--- src/rtl/its_pkg.sv ---
// Shared constants, codes and controller/datapath interface types for the task scheduler.
package its_pkg;

  localparam int TASK_SLOTS  = 8;
  localparam int MAX_RESULTS = 8;
  localparam int SLOT_W      = (TASK_SLOTS > 1) ? $clog2(TASK_SLOTS) : 1;
  localparam int CNT_W       = $clog2(MAX_RESULTS + 1);
  localparam int OP_W        = 3;
  localparam int IDX_W       = 8;
  localparam int TIME_W      = 32;
  localparam int STAT_W      = 2;
  localparam int OUT_SLOT_W  = 3;

  typedef enum logic [OP_W-1:0] {
    OP_CLEAR   = 3'd0,
    OP_ADD     = 3'd1,
    OP_REMOVE  = 3'd2,
    OP_ENABLE  = 3'd3,
    OP_DISABLE = 3'd4,
    OP_TICK    = 3'd5
  } opcode_t;

  typedef enum logic [STAT_W-1:0] {
    ST_ADDED   = 2'd0,
    ST_REFUSED = 2'd1,
    ST_DUE     = 2'd2
  } status_t;

  // controller -> datapath
  typedef struct packed {
    logic load;         // capture input beat
    logic exec_simple;  // clear_all / remove / enable / disable / unused
    logic exec_add;     // claim slot and load result
    logic tick_start;   // reset scan pointer and due mask
    logic scan_step;    // evaluate one slot
    logic emit;         // load lowest due slot into output register
  } ctl_cmd_t;

  // datapath -> controller
  typedef struct packed {
    logic [OP_W-1:0] op;
    logic            scan_last;
    logic            due_any;
    logic            emit_last;
    logic            out_room;
  } dp_stat_t;

  // slot number as reported on task_slot (masked / extended to 3 bits)
  function automatic logic [OUT_SLOT_W-1:0] to_task_slot(input logic [SLOT_W-1:0] s);
    return OUT_SLOT_W'(s);
  endfunction

endpackage

--- src/rtl/its_ctrl.sv ---
// Sequencing state machine for the task scheduler.
module its_ctrl
  import its_pkg::*;
(
  input  logic     clk,
  input  logic     rst,
  input  logic     in_valid,
  output logic     in_stall,
  input  dp_stat_t stat,
  output ctl_cmd_t cmd
);

  typedef enum logic [1:0] {
    S_IDLE,
    S_DECODE,
    S_SCAN,
    S_EMIT
  } state_t;

  state_t state, state_next;

  always_ff @(posedge clk) begin
    if (rst) begin
      state <= S_IDLE;
    end else begin
      state <= state_next;
    end
  end

  always_comb begin
    cmd        = '0;
    state_next = state;
    in_stall   = (state != S_IDLE);
    unique case (state)
      S_IDLE: begin
        if (in_valid) begin
          cmd.load   = 1'b1;
          state_next = S_DECODE;
        end
      end
      S_DECODE: begin
        unique case (stat.op)
          OP_ADD: begin
            if (stat.out_room) begin
              cmd.exec_add = 1'b1;
              state_next   = S_IDLE;
            end
          end
          OP_TICK: begin
            cmd.tick_start = 1'b1;
            state_next     = S_SCAN;
          end
          default: begin
            cmd.exec_simple = 1'b1;
            state_next      = S_IDLE;
          end
        endcase
      end
      S_SCAN: begin
        cmd.scan_step = 1'b1;
        if (stat.scan_last) begin
          state_next = S_EMIT;
        end
      end
      S_EMIT: begin
        if (!stat.due_any) begin
          state_next = S_IDLE;
        end else if (stat.out_room) begin
          cmd.emit = 1'b1;
          if (stat.emit_last) begin
            state_next = S_IDLE;
          end
        end
      end
      default: begin
        state_next = S_IDLE;
      end
    endcase
  end

endmodule

--- src/rtl/its_datapath.sv ---
// Slot table, tick scan unit, due mask and output register of the task scheduler.
module its_datapath
  import its_pkg::*;
(
  input  logic                  clk,
  input  logic                  rst,
  input  ctl_cmd_t              cmd,
  output dp_stat_t              stat,
  input  logic [OP_W-1:0]       opcode,
  input  logic [IDX_W-1:0]      slot_index,
  input  logic [TIME_W-1:0]     period_ms,
  input  logic [TIME_W-1:0]     now_ms,
  output logic                  out_valid,
  input  logic                  out_stall,
  output logic [STAT_W-1:0]     out_status,
  output logic [OUT_SLOT_W-1:0] out_slot,
  output logic                  out_last
);

  // captured beat
  logic [OP_W-1:0]   op_q;
  logic [IDX_W-1:0]  idx_q;
  logic [TIME_W-1:0] interval_q;
  logic [TIME_W-1:0] now_q;

  // slot table
  logic [TASK_SLOTS-1:0] used;
  logic [TASK_SLOTS-1:0] enabled;
  logic [TIME_W-1:0]     interval_tbl [TASK_SLOTS];
  logic [TIME_W-1:0]     last_run_tbl [TASK_SLOTS];
  logic                  ready;

  // tick scan
  logic [SLOT_W-1:0]     scan_idx;
  logic [TASK_SLOTS-1:0] due;
  logic [CNT_W-1:0]      due_cnt;

  logic                  in_range;
  logic [SLOT_W-1:0]     sel_idx;
  logic [SLOT_W-1:0]     free_slot;
  logic                  any_free;
  logic                  add_ok;
  logic [TIME_W-1:0]     elapsed;
  logic                  hit;
  logic [TASK_SLOTS-1:0] due_low;
  logic [SLOT_W-1:0]     due_slot;
  logic                  out_room;

  assign in_range = (idx_q < IDX_W'(TASK_SLOTS));
  assign sel_idx  = idx_q[SLOT_W-1:0];
  assign any_free = ~&used;
  assign add_ok   = ready && any_free;
  assign out_room = !out_valid || !out_stall;

  // lowest free slot
  always_comb begin
    free_slot = '0;
    for (int i = TASK_SLOTS - 1; i >= 0; i--) begin
      if (!used[i]) begin
        free_slot = SLOT_W'(i);
      end
    end
  end

  // one slot per scan cycle: wrapping elapsed time against interval
  assign elapsed = now_q - last_run_tbl[scan_idx];
  assign hit     = used[scan_idx] && enabled[scan_idx] &&
                   (elapsed >= interval_tbl[scan_idx]) &&
                   (due_cnt < CNT_W'(MAX_RESULTS));

  // lowest pending due slot
  assign due_low = due & (~due + TASK_SLOTS'(1));
  always_comb begin
    due_slot = '0;
    for (int i = TASK_SLOTS - 1; i >= 0; i--) begin
      if (due[i]) begin
        due_slot = SLOT_W'(i);
      end
    end
  end

  always_comb begin
    stat.op        = op_q;
    stat.scan_last = (scan_idx == SLOT_W'(TASK_SLOTS - 1));
    stat.due_any   = |due;
    stat.emit_last = ((due & ~due_low) == '0);
    stat.out_room  = out_room;
  end

  // control state
  always_ff @(posedge clk) begin
    if (rst) begin
      used      <= '0;
      enabled   <= '0;
      ready     <= 1'b0;
      due       <= '0;
      due_cnt   <= '0;
      scan_idx  <= '0;
      out_valid <= 1'b0;
    end else begin
      if (cmd.exec_simple) begin
        unique case (op_q)
          OP_CLEAR: begin
            used    <= '0;
            enabled <= '0;
            ready   <= 1'b1;
          end
          OP_REMOVE: begin
            if (in_range) begin
              used[sel_idx]    <= 1'b0;
              enabled[sel_idx] <= 1'b0;
            end
          end
          OP_ENABLE: begin
            if (in_range) begin
              enabled[sel_idx] <= 1'b1;
            end
          end
          OP_DISABLE: begin
            if (in_range) begin
              enabled[sel_idx] <= 1'b0;
            end
          end
          default: begin
          end
        endcase
      end
      if (cmd.exec_add && add_ok) begin
        used[free_slot]    <= 1'b1;
        enabled[free_slot] <= 1'b1;
      end
      if (cmd.tick_start) begin
        due      <= '0;
        due_cnt  <= '0;
        scan_idx <= '0;
      end
      if (cmd.scan_step) begin
        scan_idx <= scan_idx + SLOT_W'(1);
        if (hit) begin
          due[scan_idx] <= 1'b1;
          due_cnt       <= due_cnt + CNT_W'(1);
        end
      end
      if (cmd.emit) begin
        due <= due & ~due_low;
      end
      if (cmd.exec_add || cmd.emit) begin
        out_valid <= 1'b1;
      end else if (!out_stall) begin
        out_valid <= 1'b0;
      end
    end
  end

  // payload
  always_ff @(posedge clk) begin
    if (cmd.load) begin
      op_q       <= opcode;
      idx_q      <= slot_index;
      interval_q <= period_ms;
      now_q      <= now_ms;
    end
    if (cmd.exec_add && add_ok) begin
      interval_tbl[free_slot] <= interval_q;
      last_run_tbl[free_slot] <= now_q;
    end
    if (cmd.scan_step && hit) begin
      last_run_tbl[scan_idx] <= now_q;
    end
    if (cmd.exec_add) begin
      out_status <= add_ok ? ST_ADDED : ST_REFUSED;
      out_slot   <= add_ok ? to_task_slot(free_slot) : '0;
      out_last   <= 1'b1;
    end else if (cmd.emit) begin
      out_status <= ST_DUE;
      out_slot   <= to_task_slot(due_slot);
      out_last   <= stat.emit_last;
    end
  end

  a_tick_clears: assert property (@(posedge clk) disable iff (rst)
    cmd.tick_start |=> (due == '0) && (due_cnt == '0) && (scan_idx == '0))
    else $error("tick did not clear scan state");

  a_add_result: assert property (@(posedge clk) disable iff (rst)
    cmd.exec_add |=> out_valid && out_last && (out_status != ST_DUE))
    else $error("add produced no final add result");

  a_emit_result: assert property (@(posedge clk) disable iff (rst)
    (cmd.emit && (due != '0)) |=> out_valid && (out_status == ST_DUE))
    else $error("emit produced no due result");

  a_emit_needs_room: assert property (@(posedge clk) disable iff (rst)
    (cmd.emit || cmd.exec_add) |-> out_room)
    else $error("output register overwritten while stalled");

endmodule

--- src/rtl/interval_task_scheduler.sv ---
// Interval task scheduler top level: controller plus slot table datapath.
// One beat in flight. Non-tick beats are accepted, then executed in decode; the add result is
// registered at the execute edge, and an add holds there while the last result is stalled.
// Tick: decode, then a scan of all TASK_SLOTS slots (one slot per cycle on the shared 32-bit
// elapsed compare), then one due beat per cycle as the sink allows.
// Reset (rst, synchronous): controller idle; slot marks, ready, due mask, output valid cleared.
module interval_task_scheduler
  import its_pkg::*;
(
  input  logic                  clk,
  input  logic                  rst,
  // input channel
  input  logic                  in_valid,
  output logic                  in_stall,
  input  logic [OP_W-1:0]       opcode,
  input  logic [IDX_W-1:0]      slot_index,
  input  logic [TIME_W-1:0]     period_ms,
  input  logic [TIME_W-1:0]     now_ms,
  // result channel
  output logic                  out_valid,
  input  logic                  out_stall,
  output logic [STAT_W-1:0]     status,
  output logic [OUT_SLOT_W-1:0] task_slot,
  output logic                  last
);

  ctl_cmd_t cmd;
  dp_stat_t stat;

  // controller: sequences decode, scan and emission; stalls input while busy
  its_ctrl u_ctrl (
    .clk      (clk),
    .rst      (rst),
    .in_valid (in_valid),
    .in_stall (in_stall),
    .stat     (stat),
    .cmd      (cmd)
  );

  // datapath: slot table, scan pointer, due mask, output register
  its_datapath u_dp (
    .clk         (clk),
    .rst         (rst),
    .cmd         (cmd),
    .stat        (stat),
    .opcode      (opcode),
    .slot_index  (slot_index),
    .period_ms   (period_ms),
    .now_ms      (now_ms),
    .out_valid   (out_valid),
    .out_stall   (out_stall),
    .out_status  (status),
    .out_slot    (task_slot),
    .out_last    (last)
  );

endmodule

--- config.mk ---
export PLATFORM = sky130hd
export DESIGN_NAME = interval_task_scheduler
export DESIGN_NICKNAME = d
export VERILOG_FILES = /design/src/rtl/its_pkg.sv /design/src/rtl/its_ctrl.sv /design/src/rtl/its_datapath.sv /design/src/rtl/interval_task_scheduler.sv
export SDC_FILE = /design/constraint.sdc
export NUM_CORES = 1
export LEC_CHECK = 0
export CAP_MARGIN = 10
export CELL_PAD_IN_SITES_DETAIL_PLACEMENT = 2
export CELL_PAD_IN_SITES_GLOBAL_PLACEMENT = 2
export CORE_UTILIZATION = 53
export DETAILED_ROUTE_END_ITERATION = 8
export DONT_BUFFER_PORTS = 1
export PLACE_DENSITY = 0.89
export SLEW_MARGIN = 20
export SYNTH_ARGS = -nofsm -noshare
export SYNTH_HDL_FRONTEND = slang
export SYNTH_SLANG_ARGS = --single-unit
--- constraint.sdc ---
create_clock -name clk -period 23.1 [get_ports clk]
set_clock_uncertainty 0.2 [all_clocks]
set_input_delay 3.465 -clock clk [delete_from_list [all_inputs] [get_ports clk]]
set_output_delay 3.465 -clock clk [all_outputs]
set_load 0.02 [all_outputs]
==> results of run 1 <==
[worst paths after layout]
path	endpoint	slack, ns	startpoint	depth (start not counted)
setup / recovery	u_dp.last_run_tbl[0][12]	13.58	register	23
hold / removal	u_dp.due[6]	0.38	u_dp.due[6]	2
setup reg to reg	u_dp.last_run_tbl[0][12]	13.58	register	23
hold reg to reg	u_dp.due[6]	0.38	u_dp.due[6]	2
[registers in the layout, summed over array words and instances, names as in the netlist, named ones only]
name and count:
u_dp.idx_q 8, u_dp.interval_tbl 256, u_dp.now_q 32, u_dp.op_q 3
u_dp.out_status 2, u_ctrl.state 1, u_dp.used 8, u_dp.out_last 1
u_dp.due 8, u_dp.last_run_tbl 256, u_dp.scan_idx 3, u_dp.out_slot 3
u_dp.due_cnt 4, u_dp.enabled 8, u_dp.out_valid 1, u_dp.interval_q 32
u_dp.ready 1
[per-stage QoR]
stage / std cells / utilization
global placement: 2006 / 0.558
global route: 2128 / 0.604
floorplan: 1430 / -
finish: 2129 / 0.604
detailed placement: 2006 / 0.558
CTS: 2126 / 0.604
[layout by cell type, fill, tap and decap left out, types with 8 or more instances in the layout]
| cell type | count |
|---|---|
| sky130_fd_sc_hd__a21o_1 | 29 |
| sky130_fd_sc_hd__clkbuf_16 | 69 |
| sky130_fd_sc_hd__nand2_1 | 55 |
| sky130_fd_sc_hd__inv_1 | 29 |
| sky130_fd_sc_hd__o31ai_1 | 8 |
| sky130_fd_sc_hd__a31oi_1 | 18 |
| sky130_fd_sc_hd__nor2_1 | 48 |
| sky130_fd_sc_hd__ha_1 | 67 |
| sky130_fd_sc_hd__nand2b_1 | 12 |
| sky130_fd_sc_hd__o21ai_0 | 32 |
| sky130_fd_sc_hd__clkbuf_1 | 17 |
| sky130_fd_sc_hd__a21oi_1 | 74 |
| sky130_fd_sc_hd__xor2_1 | 9 |
| sky130_fd_sc_hd__xnor2_1 | 21 |
| sky130_fd_sc_hd__nand4_1 | 12 |
| sky130_fd_sc_hd__nand3_1 | 19 |
| sky130_fd_sc_hd__mux4_2 | 128 |
| sky130_fd_sc_hd__o21bai_1 | 9 |
| sky130_fd_sc_hd__dfxtp_1 | 36 |
| sky130_fd_sc_hd__nor3_1 | 11 |
| sky130_fd_sc_hd__edfxtp_1 | 592 |
| sky130_fd_sc_hd__buf_4 | 21 |
| sky130_fd_sc_hd__clkinv_2 | 13 |
| sky130_fd_sc_hd__mux2i_1 | 64 |
[power groups by stage]
stage / combinational [mW] / clock [mW] / sequential (mW)
finish: 0.110 / 1.13 / 1.29
floorplan: 0.0632 / 0 / 1.30
CTS: 0.107 / 1.14 / 1.29
detailed placement: 0.0949 / 0 / 1.32
global route: 0.112 / 1.17 / 1.29
global placement: 0.0795 / 0 / 1.31
[critical path, cell delays in order, from the launching register on]
cell and delay [ns]:
sky130_fd_sc_hd__dfxtp_4 1.01, sky130_fd_sc_hd__buf_12 0.53, sky130_fd_sc_hd__mux4_2 0.64, sky130_fd_sc_hd__mux2i_1 0.32, sky130_fd_sc_hd__ha_1 0.33, sky130_fd_sc_hd__and2_1 0.19
sky130_fd_sc_hd__a221o_1 0.34, sky130_fd_sc_hd__a21oi_1 0.55, sky130_fd_sc_hd__a31oi_1 0.34, sky130_fd_sc_hd__a31oi_1 0.67, sky130_fd_sc_hd__o31a_1 0.48, sky130_fd_sc_hd__o21ai_1 0.15
sky130_fd_sc_hd__a21oi_1 0.29, sky130_fd_sc_hd__xnor2_1 0.23, sky130_fd_sc_hd__ha_1 0.33, sky130_fd_sc_hd__a21o_1 0.19, sky130_fd_sc_hd__a21oi_1 0.15, sky130_fd_sc_hd__or2_1 0.19
sky130_fd_sc_hd__o31ai_1 0.11, sky130_fd_sc_hd__a21oi_1 0.75, sky130_fd_sc_hd__nand2b_4 0.40, sky130_fd_sc_hd__or3_4 0.19, sky130_fd_sc_hd__o21ai_4 0.06, sky130_fd_sc_hd__buf_4 0.34
[area by class of cell]
class	instances	area [um^2]
Tap cell	615	769
Fill cell	3830	19000
Sequential cell	631	18600
Timing Repair Buffer	22	178
Multi-Input combinational cell	709	7210
Clock buffer	89	1830
Inverter	29	109
Clock inverter	31	364
Antenna cell	3	7.51
[layer usage]
metal | share of wire | vias to the layer above | track usage
met5 | 0.00014 | - | 0
met4 | 0.067 | 2 | 0.219
met3 | 0.077 | 339 | 0.0728
met2 | 0.50 | 1157 | 0.636
met1 | 0.36 | 8312 | 0.472
li1 | - | 5856 | -
[kinds of logic (layout without fill, tap and decap cells)]
kind of cell             Yosys count  in the layout
other                              0              3
flip-flops                       631            631
buffers and inverters             90            171
XOR/XNOR                          30             30
AO/OA/AOI/OAI                    214            214
adder cells (fa/ha/maj)           71             71
AND/OR/NAND/NOR                  196            196
multiplexers                     198            198
==> results list, run 1 <==
- Internal power summed over all cells: 1.94 mW
* Synth Area per Inst: 18.2 um^2
- Actual transition at the worst max-transition pin: 1.19 ns
- After clock tree synthesis, the clock-pin slew on the worst setup and hold paths is 0.07 ns.
- The flow ran to the end, and the final reports show no timing, DRC or antenna violations.
- Iteration-0 DRC Markers: 1694
- Synthesized-area fraction occupied by adder cells: 0.0342
* Area enclosed by the die boundary: 49900 um^2
- From synthesis to final layout, the design area changed by 11.7%.
- In the synthesized netlist, the cells that appear most often are 592 x sky130_fd_sc_hd__edfxtp_1, 128 x sky130_fd_sc_hd__mux4_2, 74 x sky130_fd_sc_hd__a21oi_1, 67 x sky130_fd_sc_hd__ha_1, 64 x sky130_fd_sc_hd__mux2i_1.
- Library cell with the largest summed area after synthesis: sky130_fd_sc_hd__edfxtp_1
* Number of top-level pins: 87
- Share of synthesized cell area in and, or, nand and nor gates: 0.0365
- Post-synth EDFFs: 592
* Final hold slack: 0.382 ns
- Post-Route Setup TNS: 0 ns
* Number of levels in the clock H-tree: 3
- Leakage power total: 9.25 nW
- For this run, design rule violations remaining after detail routing come to 0.
* Placer congestion estimate: 0.830
- Total power draw: 2.53 mW
- Of the cells placed in the final design, the portion with a size suffix greater than 1 is 0.181.
* Max Buffers Root-to-Sink: 3
- Synthesis inferred 631 register bits.
- VDD sags by at most 0.0764 mV.
- Net switching component of the power: 0.590 mW
- Of the post-synthesis cell area, the dominant cell type holds 0.684.
* Part of the total power dissipated in the clock network: 0.446
* Initial antenna violation count: 5
- The initial utilization of the core area, before any placement, comes to 0.541.
- The final hold violation count came to 0.
- Commonest register cell after synthesis: sky130_fd_sc_hd__edfxtp_1
- The cell sitting at the root of the clock tree is a sky130_fd_sc_hd__clkbuf_16.
- Post-synthesis mux area share: 0.140
- Clock insertion delay at the later pin of the skew report: 0.63 ns
- Number of clock sinks seen by CTS: 631
- I/O Buffers: 0
- The wire-length estimate of the detail-placed layout is 51.6 mm.
* Design area: 29000 um^2
* Proportion of total power due to net switching: 0.233
- In the finished design, the share of the clock period the worst path needs comes to 0.412.
- Average wire per standard cell: 43.6 um
- Setup violations remaining at the end of the flow were counted as 0.
- The cell count after synthesis came out at 1430.
* Complex-gate fraction of the synthesized area: 0.0513
- Relative contribution of combinational cells to total power: 0.043
- Via/cell ratio: 7.36
* Type of origin of the critical path: register
- The worst pin sits at a relative slew slack of 0.202.
- The core region is 48000 um^2.
- Net Count, Synth: 1577
- Largest driver fanout on the critical path: 84
- Once placement finished, the instance area stood at 26800 um^2.
- The first detailed-routing pass took 6 iterations.
- Std cell rows: 80
* Proportion of power drawn by flip-flops and latches: 0.511
- Data arrives at the worst endpoint at 9.60 ns.
- Worst-case setup slack after placement: 14.45 ns
* Maximum number of pins on one net before global-route repair: 85
- Measured along the x axis, the die boundary spans 223 um.
* Number of max-capacitance violations reported: 0
- Count leader, synth: sky130_fd_sc_hd__edfxtp_1
- Crit path capture type: register
* Post-synthesis instance area: 26000 um^2
- Power density relative to cell area: 87.2 nW/um^2
- At the worst endpoint, the required time is 23.17 ns.
- Combinational family with the most area after synthesis: multiplexers
- The Yosys step of the flow raised 0 warnings.
* Buffer count from post-CTS setup fixing: 0
- The first global-routing pass estimated 132 mm of wire.
- Xor/xnor cell area share of the yosys netlist: 0.0101
* Unrepaired setup endpoints after global routing: false
* Leading post-synthesis cells by cell area: sky130_fd_sc_hd__edfxtp_1 68%, sky130_fd_sc_hd__mux4_2 11%, sky130_fd_sc_hd__ha_1 3.2%, sky130_fd_sc_hd__dfxtp_1 3.0%, sky130_fd_sc_hd__mux2i_1 2.5%
- Remaining number of nets flagged by the antenna check after routing: 0
* Total gr overflow: 0
* Hold-fix buffers, CTS: 0
* Total Routing Usage GR: 0.383
- Net count reported at finish: 1607
- The via count of the first global-routing pass is 16600.
- Number of different library cells in the post-synthesis netlist: 65
- Post-CTS Resized: 0
* Final Routed Wirelength: 92.9 mm
- In this run the worst hold path is classified as reg2reg.
- In this run the vertical extent of the chip is 223 um.
- Subtracting the final worst setup slack from the clock period gives 9.52 ns.
- Worst Slack Setup Final: 13.58 ns
- Worst setup path category: reg2reg
- The number of clock buffers added by TritonCTS is 67.
* Max Fclk: 0.105 GHz
* Pins over their slew limit: 0
- Asr flop ratio synth: 0
* Count of vias placed by the detailed router: 15700
* CTS tree: built
- Share of the yosys chip area belonging to registers: 0.714
Power figures use the tool's default switching activity.
==> run 2, diff against run 1 <==
--- a/config.mk
+++ b/config.mk
@@ -8,10 +8,10 @@
 export CAP_MARGIN = 10
 export CELL_PAD_IN_SITES_DETAIL_PLACEMENT = 2
 export CELL_PAD_IN_SITES_GLOBAL_PLACEMENT = 2
-export CORE_UTILIZATION = 53
+export CORE_UTILIZATION = 49
 export DETAILED_ROUTE_END_ITERATION = 8
 export DONT_BUFFER_PORTS = 1
-export PLACE_DENSITY = 0.89
+export PLACE_DENSITY = 0.83
 export SLEW_MARGIN = 20
 export SYNTH_ARGS = -nofsm -noshare
 export SYNTH_HDL_FRONTEND = slang
==> constraint.sdc (replaced) <==
create_clock -name clk -period 9.65 [get_ports clk]
set_clock_uncertainty 0.2 [all_clocks]
set_input_delay 1.4475 -clock clk [delete_from_list [all_inputs] [get_ports clk]]
set_output_delay 1.4475 -clock clk [all_outputs]
set_load 0.02 [all_outputs]
==> run 2 against run 1 <==
Register-to-register slack worse by 13 ns. Power up 130%. Sequential power up 140%. Critical path type unchanged. Largest cell class unchanged.
==> results list, run 2 (same netlist as run 1, synthesis figures left out) <==
* Total Routing Usage GR: 0.312
* Capturing element of the worst setup path: u_dp.last_run_tbl[1][14]
* Crit path capture type: register
- Clock insertion delay at the later pin of the skew report: 0.62 ns
- For flop-to-flop paths, the worst setup slack is 0.69 ns.
- Reg-to-reg endpoint: u_dp.last_run_tbl[1][14]
- After routing, the total negative slack on setup checks comes to 0 ns.
* Unrepaired setup endpoints after global routing: false
- Core Footprint: 52400 um^2
- VDD sags by at most 0.150 mV.
* DRC: 0
* Vertical die dimension: 232 um
- Type of origin of the critical path: register
- Of the cells placed in the final design, the portion with a size suffix greater than 1 is 0.175.
- The clock passes through at most 3 buffers.
- Largest driver fanout on the critical path: 54
- Class of the tightest hold or removal check: reg2reg
- Crit path arrival time: 9.02 ns
* Standard cell with the maximum stage delay on the critical path: sky130_fd_sc_hd__dfxtp_4
* Initial antenna violation count: 0
* Total gr overflow: 0
- Buffer type at the clock tree root: sky130_fd_sc_hd__clkbuf_16
* Leakage power total: 9.20 nW
- Leaving out fill and tap cells, the most frequent cells in the layout are 592 x sky130_fd_sc_hd__edfxtp_1, 128 x sky130_fd_sc_hd__mux4_2, 74 x sky130_fd_sc_hd__a21oi_1.
* Number of filler cells placed in the layout: 4356
- TritonCTS built the clock tree.
- Final Routed Wirelength: 82.4 mm
* Std cell rows: 84
- Routability-driven placement finished with a final weighted congestion of 0.835.
- The library cell used most frequently in the layout, excluding fill and tap cells, is sky130_fd_sc_hd__edfxtp_1.
* Worst setup path category: reg2reg
* Actual transition at the worst max-transition pin: 1.11 ns
* Pins over their slew limit: 0
- Leading registers by flop count: u_dp.interval_tbl: 256 flops, u_dp.last_run_tbl: 256 flops
* Power density relative to cell area: 203 nW/um^2
- The floorplan step set the die width to 232 um.
- Summed over all nets, the half-perimeter wirelength after detailed placement is 48.4 mm.
- Summing all flip-flop and latch instances after layout gives 18600 um^2.
- Hold-fix buffers, CTS: 0
* Status: completed
- The routed design could run at a clock period as short as 8.96 ns.
* Via/cell ratio: 6.64
- Dividing the final minimum period by the clock period gives 0.928.
* Slowest Stage Delay on Critical Path: 0.95 ns
- Summing internal, switching and leakage power gives 5.90 mW.
- Final antenna diode count: 0
- The die covers 54000 um^2.
* Number of clock sinks seen by CTS: 631
- The critical path goes through mux4_2, mux2_2, ha_1, inv_1, fa_1, a21o_1, a221o_1, a21oi_1, a31oi_1, a31oi_1, o21bai_1, a21oi_1, xnor2_1, ha_1, nand3_1, nor2_1, nand3_1, nor3_1, a311o_1, a21oi_1, or2_1, o31ai_4, buf_4.
- Most frequent cell on the critical path: sky130_fd_sc_hd__a21oi_1
* Number of levels in the clock H-tree: 3
* I/O Buffers: 0
* Average wire per standard cell: 37.4 um
- TritonCTS created 68 clock buffers.
* Max Fclk: 0.112 GHz
- In this run the tightest slew margin relative to its limit is 0.258.
- For the worst flop-to-flop path, the logic depth is 23.
- STA puts the critical path data required time at 9.72 ns.
- In the final design database the tool counted 1611 nets.
* Maximum number of pins on one net before global-route repair: 55
* Number of iterations in the first detailed-routing pass: 5
- Buffer count from post-CTS setup fixing: 0
- Post-CTS Resized: 0
* Final hold slack: 0.296 ns
- Iteration-0 DRC Markers: 1255
- The final hold violation count was 0.
- Number of global-route vias before repair: 16100
- Count of vias placed by the detailed router: 14600
- Number of setup violations in the final report: 0
- Number of top-level pins: 87
- Starting Density: 0.496
- Once detail routing completed, the nets flagged for antenna violations numbered 0.
- Summing all multi-input logic gate instances after layout gives 7210 um^2.
- CTS clk-pin slew, worst paths: 0.07 ns
* Number of max-capacitance violations reported: 0
- The first global-routing pass estimated 117 mm of wire.
- Relative to the synthesized area, the layout overhead comes to 11.7%.
==> run 2: cell count changes in the layout (fill, tap and decap cells not counted) <==
cell | previous run | this run
sky130_fd_sc_hd__clkinv_1 | 4 | 15
sky130_fd_sc_hd__clkinv_2 | 13 | 7
sky130_fd_sc_hd__buf_4 | 21 | 25
sky130_fd_sc_hd__bufinv_16 | 7 | 4
sky130_fd_sc_hd__clkbuf_8 | 3 | 0
sky130_fd_sc_hd__diode_2 | 3 | 0
sky130_fd_sc_hd__clkbuf_16 | 69 | 71
sky130_fd_sc_hd__clkinv_8 | 2 | 0
sky130_fd_sc_hd__buf_12 | 1 | 0
sky130_fd_sc_hd__clkinvlp_4 | 2 | 3
sky130_fd_sc_hd__inv_6 | 3 | 2
==> run 2: per-layer routing <==
metal	vias to the layer above	track usage	wire, um
met3	211	0.0460	3880
met5	-	0	0
met1	7917	0.379	31600
met4	0	0.148	3800
met2	639	0.544	43100
li1	5858	-	-
==> run 2: cell type report <==
type	instances	share of cell area
clock buffers	88	0.0634
clock inverters	31	0.00866
inverters	29	0.00375
multi-input cells	709	0.248
flip-flops and latches	631	0.640
well taps	688	0.0297
repair buffers	25	0.00647
==> run 2: worst max-delay path, delay by kind of cell, from the launching register on <==
kind                     cells  cell delay (ns)
adder cells (fa/ha/maj)      3             0.97
buffers and inverters        2             0.57
XOR/XNOR                     1             0.14
flip-flops                   1             0.95
AND/OR/NAND/NOR              5             1.30
AO/OA/AOI/OAI               10             3.83
multiplexers                 2             0.56
==> run 2: worst min path at each step <==
stage / startpoint / end / slack (ns) / cells after the start
detailed placement: u_dp.enabled[7] / u_dp.enabled[7] / 0.29 / 2
CTS: u_dp.enabled[7] / u_dp.enabled[7] / 0.30 / 2
floorplan: u_dp.due_cnt[3] / u_dp.due_cnt[3] / 0.23 / 2
finish: u_dp.enabled[7] / u_dp.enabled[7] / 0.30 / 2
global route: u_dp.enabled[7] / u_dp.enabled[7] / 0.35 / 2
global placement: u_dp.enabled[0] / u_dp.enabled[0] / 0.26 / 2
==> run 2: per-stage QoR <==
stage	instances	utilization	worst slack (ns)	instance area (um^2)
2_1_floorplan	1430	-	0.940	26000
3_3_place_gp	2082	0.514	2.09	26900
3_5_place_dp	2082	0.514	1.17	26900
4_1_cts	2201	0.553	0.872	29000
5_1_grt	2201	0.553	0.474	29000
6_report	2201	0.553	0.693	29000
==> run 2: where the power goes <==
group	switching [mW]	internal [mW]
Combinational	0.152	0.0860
Sequential	0.0659	3.03
Clock	1.11	1.45
==> run 3, diff against run 2 <==
--- a/config.mk
+++ b/config.mk
@@ -8,10 +8,10 @@
 export CAP_MARGIN = 10
 export CELL_PAD_IN_SITES_DETAIL_PLACEMENT = 2
 export CELL_PAD_IN_SITES_GLOBAL_PLACEMENT = 2
-export CORE_UTILIZATION = 49
+export CORE_UTILIZATION = 35
 export DETAILED_ROUTE_END_ITERATION = 8
 export DONT_BUFFER_PORTS = 1
-export PLACE_DENSITY = 0.83
+export PLACE_DENSITY = 0.64
 export SLEW_MARGIN = 20
 export SYNTH_ARGS = -nofsm -noshare
 export SYNTH_HDL_FRONTEND = slang
==> run 3 against run 2 <==
Global-route usage is 13 points lower. Wire length shrank 19%. The flow now finishes with violations (DRC). Largest power group unchanged. Clock power grew 5%. Fmax up 14%. Sequential power hardly changed.
==> results list, run 3 (same netlist as run 1, synthesis figures left out) <==
- The flow ran to the end, but the final reports show violations.
- Violated checks: DRC
- VDD sags by at most 0.111 mV.
* Pins over their slew limit: 0
- Final hold analysis gives a worst-case slack of 0.284 ns.
* Remaining number of nets flagged by the antenna check after routing: 0
- Across the run, the number of max-cap violations was 0.
- The number of hold buffers added after CTS was 0.
- The via count of the first global-routing pass came to 15100.
- I/O Buffers: 0
- After floorplanning, the core was divided into 99 placement rows.
- TritonCTS built the clock tree.
* Total Routing Usage GR: 0.179
* Number of top-level pins: 87
- Vertical die dimension: 274 um
* Number of setup violations in the final report: 0
- Placer congestion estimate: 0.780
* Class of the tightest hold or removal check: reg2reg
* Iteration-0 DRC Markers: 794
* Initial antenna violation count: 2
* Relative slew slack: 0.406
- Core Footprint: 73200 um^2
* Maximum number of pins on one net before global-route repair: 49
* Starting Density: 0.355
- Number of clock sinks seen by CTS: 631
* Clock insertion delay at the later pin of the skew report: 0.62 ns
- Count of vias placed by the detailed router: 13300
- From synthesis to final layout, the design area changed by 14.1%.
* CTS clk-pin slew, worst paths: 0.06 ns
- Area enclosed by the die boundary: 75300 um^2
- Die boundary width: 274 um
- The clock passes through at most 3 buffers.
- For this design the ratio of total power to cell area is 202 nW/um^2.
* DRC: 6
- In this run the static leakage power is 9.34 nW.
- Counting I/O delays and the setup requirement, the final critical path takes 7.83 ns.
* Actual transition at the worst max-transition pin: 0.887 ns
* Final Hold Vio Count: 0
- Share of post-route cells with drive strength above 1: 0.186
* Number of CTS-inserted buffers: 73
- Type of origin of the critical path: register
- In the layout the commonest cells are 592 x sky130_fd_sc_hd__edfxtp_1, 128 x sky130_fd_sc_hd__mux4_2, 75 x sky130_fd_sc_hd__clkbuf_16.
- The library cell used most frequently in the layout, excluding fill and tap cells, is sky130_fd_sc_hd__edfxtp_1.
- Including well taps, the total number of placed cells is 2356.
* Number of iterations in the first detailed-routing pass: 9
- In the final design database the tool counted 1619 nets.
- Required time at the endpoint of the critical path: 9.74 ns
- Wire length of the first global-routing pass: 99.0 mm
* Layout Cells excl Fill: 2490
- Post-Route Setup TNS: 0 ns
* HPWL reported at the end of detailed placement: 42.5 mm
- Buffer type at the clock tree root: sky130_fd_sc_hd__clkbuf_16
* Largest driver fanout on the critical path: 27
- Buffer count from post-CTS setup fixing: 0
- Post-CTS Resized: 0
- Using the TritonRoute via totals, the vias-per-cell ratio works out to 5.35.
- Unrepaired setup endpoints after global routing: false
- Leading registers by flop count: u_dp.interval_tbl: 256 flops, u_dp.last_run_tbl: 256 flops
* Max Fclk: 0.128 GHz
- Crit path capture type: register
- The total overflow left after global routing is 0.
- Worst setup path category: reg2reg
* Average wire per standard cell: 26.7 um
- CTS built an H-tree with a depth of 3.
* Crit path arrival time: 7.93 ns
- Part of the cycle the worst path needs: 0.812
- The routed design has 66.4 mm of wire.
[run 3: changes by cell type in the layout (fill, tap and decap cells not counted)]
cell                        change
sky130_fd_sc_hd__clkbuf_16      +4
sky130_fd_sc_hd__bufinv_16      +1
sky130_fd_sc_hd__inv_6          +2
sky130_fd_sc_hd__clkinv_2       +6
sky130_fd_sc_hd__clkbuf_1       -2
sky130_fd_sc_hd__clkinv_1       -1
sky130_fd_sc_hd__clkinv_8       +2
sky130_fd_sc_hd__diode_2        +2
sky130_fd_sc_hd__inv_16         +1
sky130_fd_sc_hd__buf_12         +3
[run 3: path summary, 6_finish.rpt]
| kind | start | endpoint | slack (ns) | cells past startpoint |
|---|---|---|---|---|
| setup / recovery | register | u_dp.last_run_tbl[3][17] | 1.82 | 24 |
| hold / removal | u_dp.due_cnt[3] | u_dp.due_cnt[3] | 0.28 | 2 |
| setup reg to reg | register | u_dp.last_run_tbl[3][17] | 1.82 | 24 |
| hold reg to reg | u_dp.due_cnt[3] | u_dp.due_cnt[3] | 0.28 | 2 |
[run 3: stage by stage]
step / cell area, um^2 / worst slack [ns] / util / total power, mW
after detailed placement: 27300 / 1.71 / 0.373 / 3.36
final: 29700 / 1.82 / 0.405 / 5.98
after CTS: 29600 / 1.66 / 0.405 / 6.06
after floorplan: 26000 / 0.940 / - / 3.27
after global placement: 27300 / 1.99 / 0.373 / 3.34
after global routing: 29600 / 1.23 / 0.405 / 6.16
[run 3: cell type report]
| cell class | count | area [um^2] |
|---|---|---|
| fill | 6878 | 43600 |
| sequential | 631 | 18600 |
| multi-input combinational | 709 | 7210 |
| clock buffer | 90 | 1930 |
| tap | 959 | 1200 |
| clock inverter | 42 | 378 |
| timing repair buffer | 28 | 248 |
| inverter | 29 | 109 |
| antenna | 2 | 5.00 |
[run 3: worst max-delay path, cell delays in order, from the launching register on]
cell	delay, ns
sky130_fd_sc_hd__dfxtp_4	0.75
sky130_fd_sc_hd__buf_4	0.42
sky130_fd_sc_hd__mux4_2	0.31
sky130_fd_sc_hd__mux2_2	0.17
sky130_fd_sc_hd__ha_1	0.15
sky130_fd_sc_hd__inv_1	0.07
sky130_fd_sc_hd__fa_1	0.44
sky130_fd_sc_hd__a21o_1	0.20
sky130_fd_sc_hd__a221o_1	0.31
sky130_fd_sc_hd__a21oi_1	0.38
sky130_fd_sc_hd__a31oi_1	0.24
sky130_fd_sc_hd__a31oi_1	0.51
sky130_fd_sc_hd__o21ai_0	0.21
sky130_fd_sc_hd__xor2_1	0.18
sky130_fd_sc_hd__ha_1	0.31
sky130_fd_sc_hd__nand3_1	0.10
sky130_fd_sc_hd__nor2_1	0.14
sky130_fd_sc_hd__nand3_1	0.16
sky130_fd_sc_hd__nor3_1	0.22
sky130_fd_sc_hd__a311o_1	0.17
sky130_fd_sc_hd__a21oi_1	0.11
sky130_fd_sc_hd__buf_4	0.20
sky130_fd_sc_hd__or2_1	0.38
sky130_fd_sc_hd__o21ai_4	0.77
sky130_fd_sc_hd__buf_4	0.38
[run 3: routing by layer]
layer | global-route usage | wire length [um] | share of wire
met5 | 0 | 25 | 0.00038
met2 | 0.309 | 33800 | 0.51
met4 | 0.0624 | 1920 | 0.029
met3 | 0.0272 | 1880 | 0.028
met1 | 0.230 | 28800 | 0.43
[run 3: power breakdown]
group	total (mW)	switching, mW	internal [mW]	leakage, nW
Clock	2.69	1.12	1.57	1.13
Sequential	3.09	0.0586	3.03	5.68
Combinational	0.206	0.122	0.0839	2.53
Total	5.98	1.30	4.68	9.34
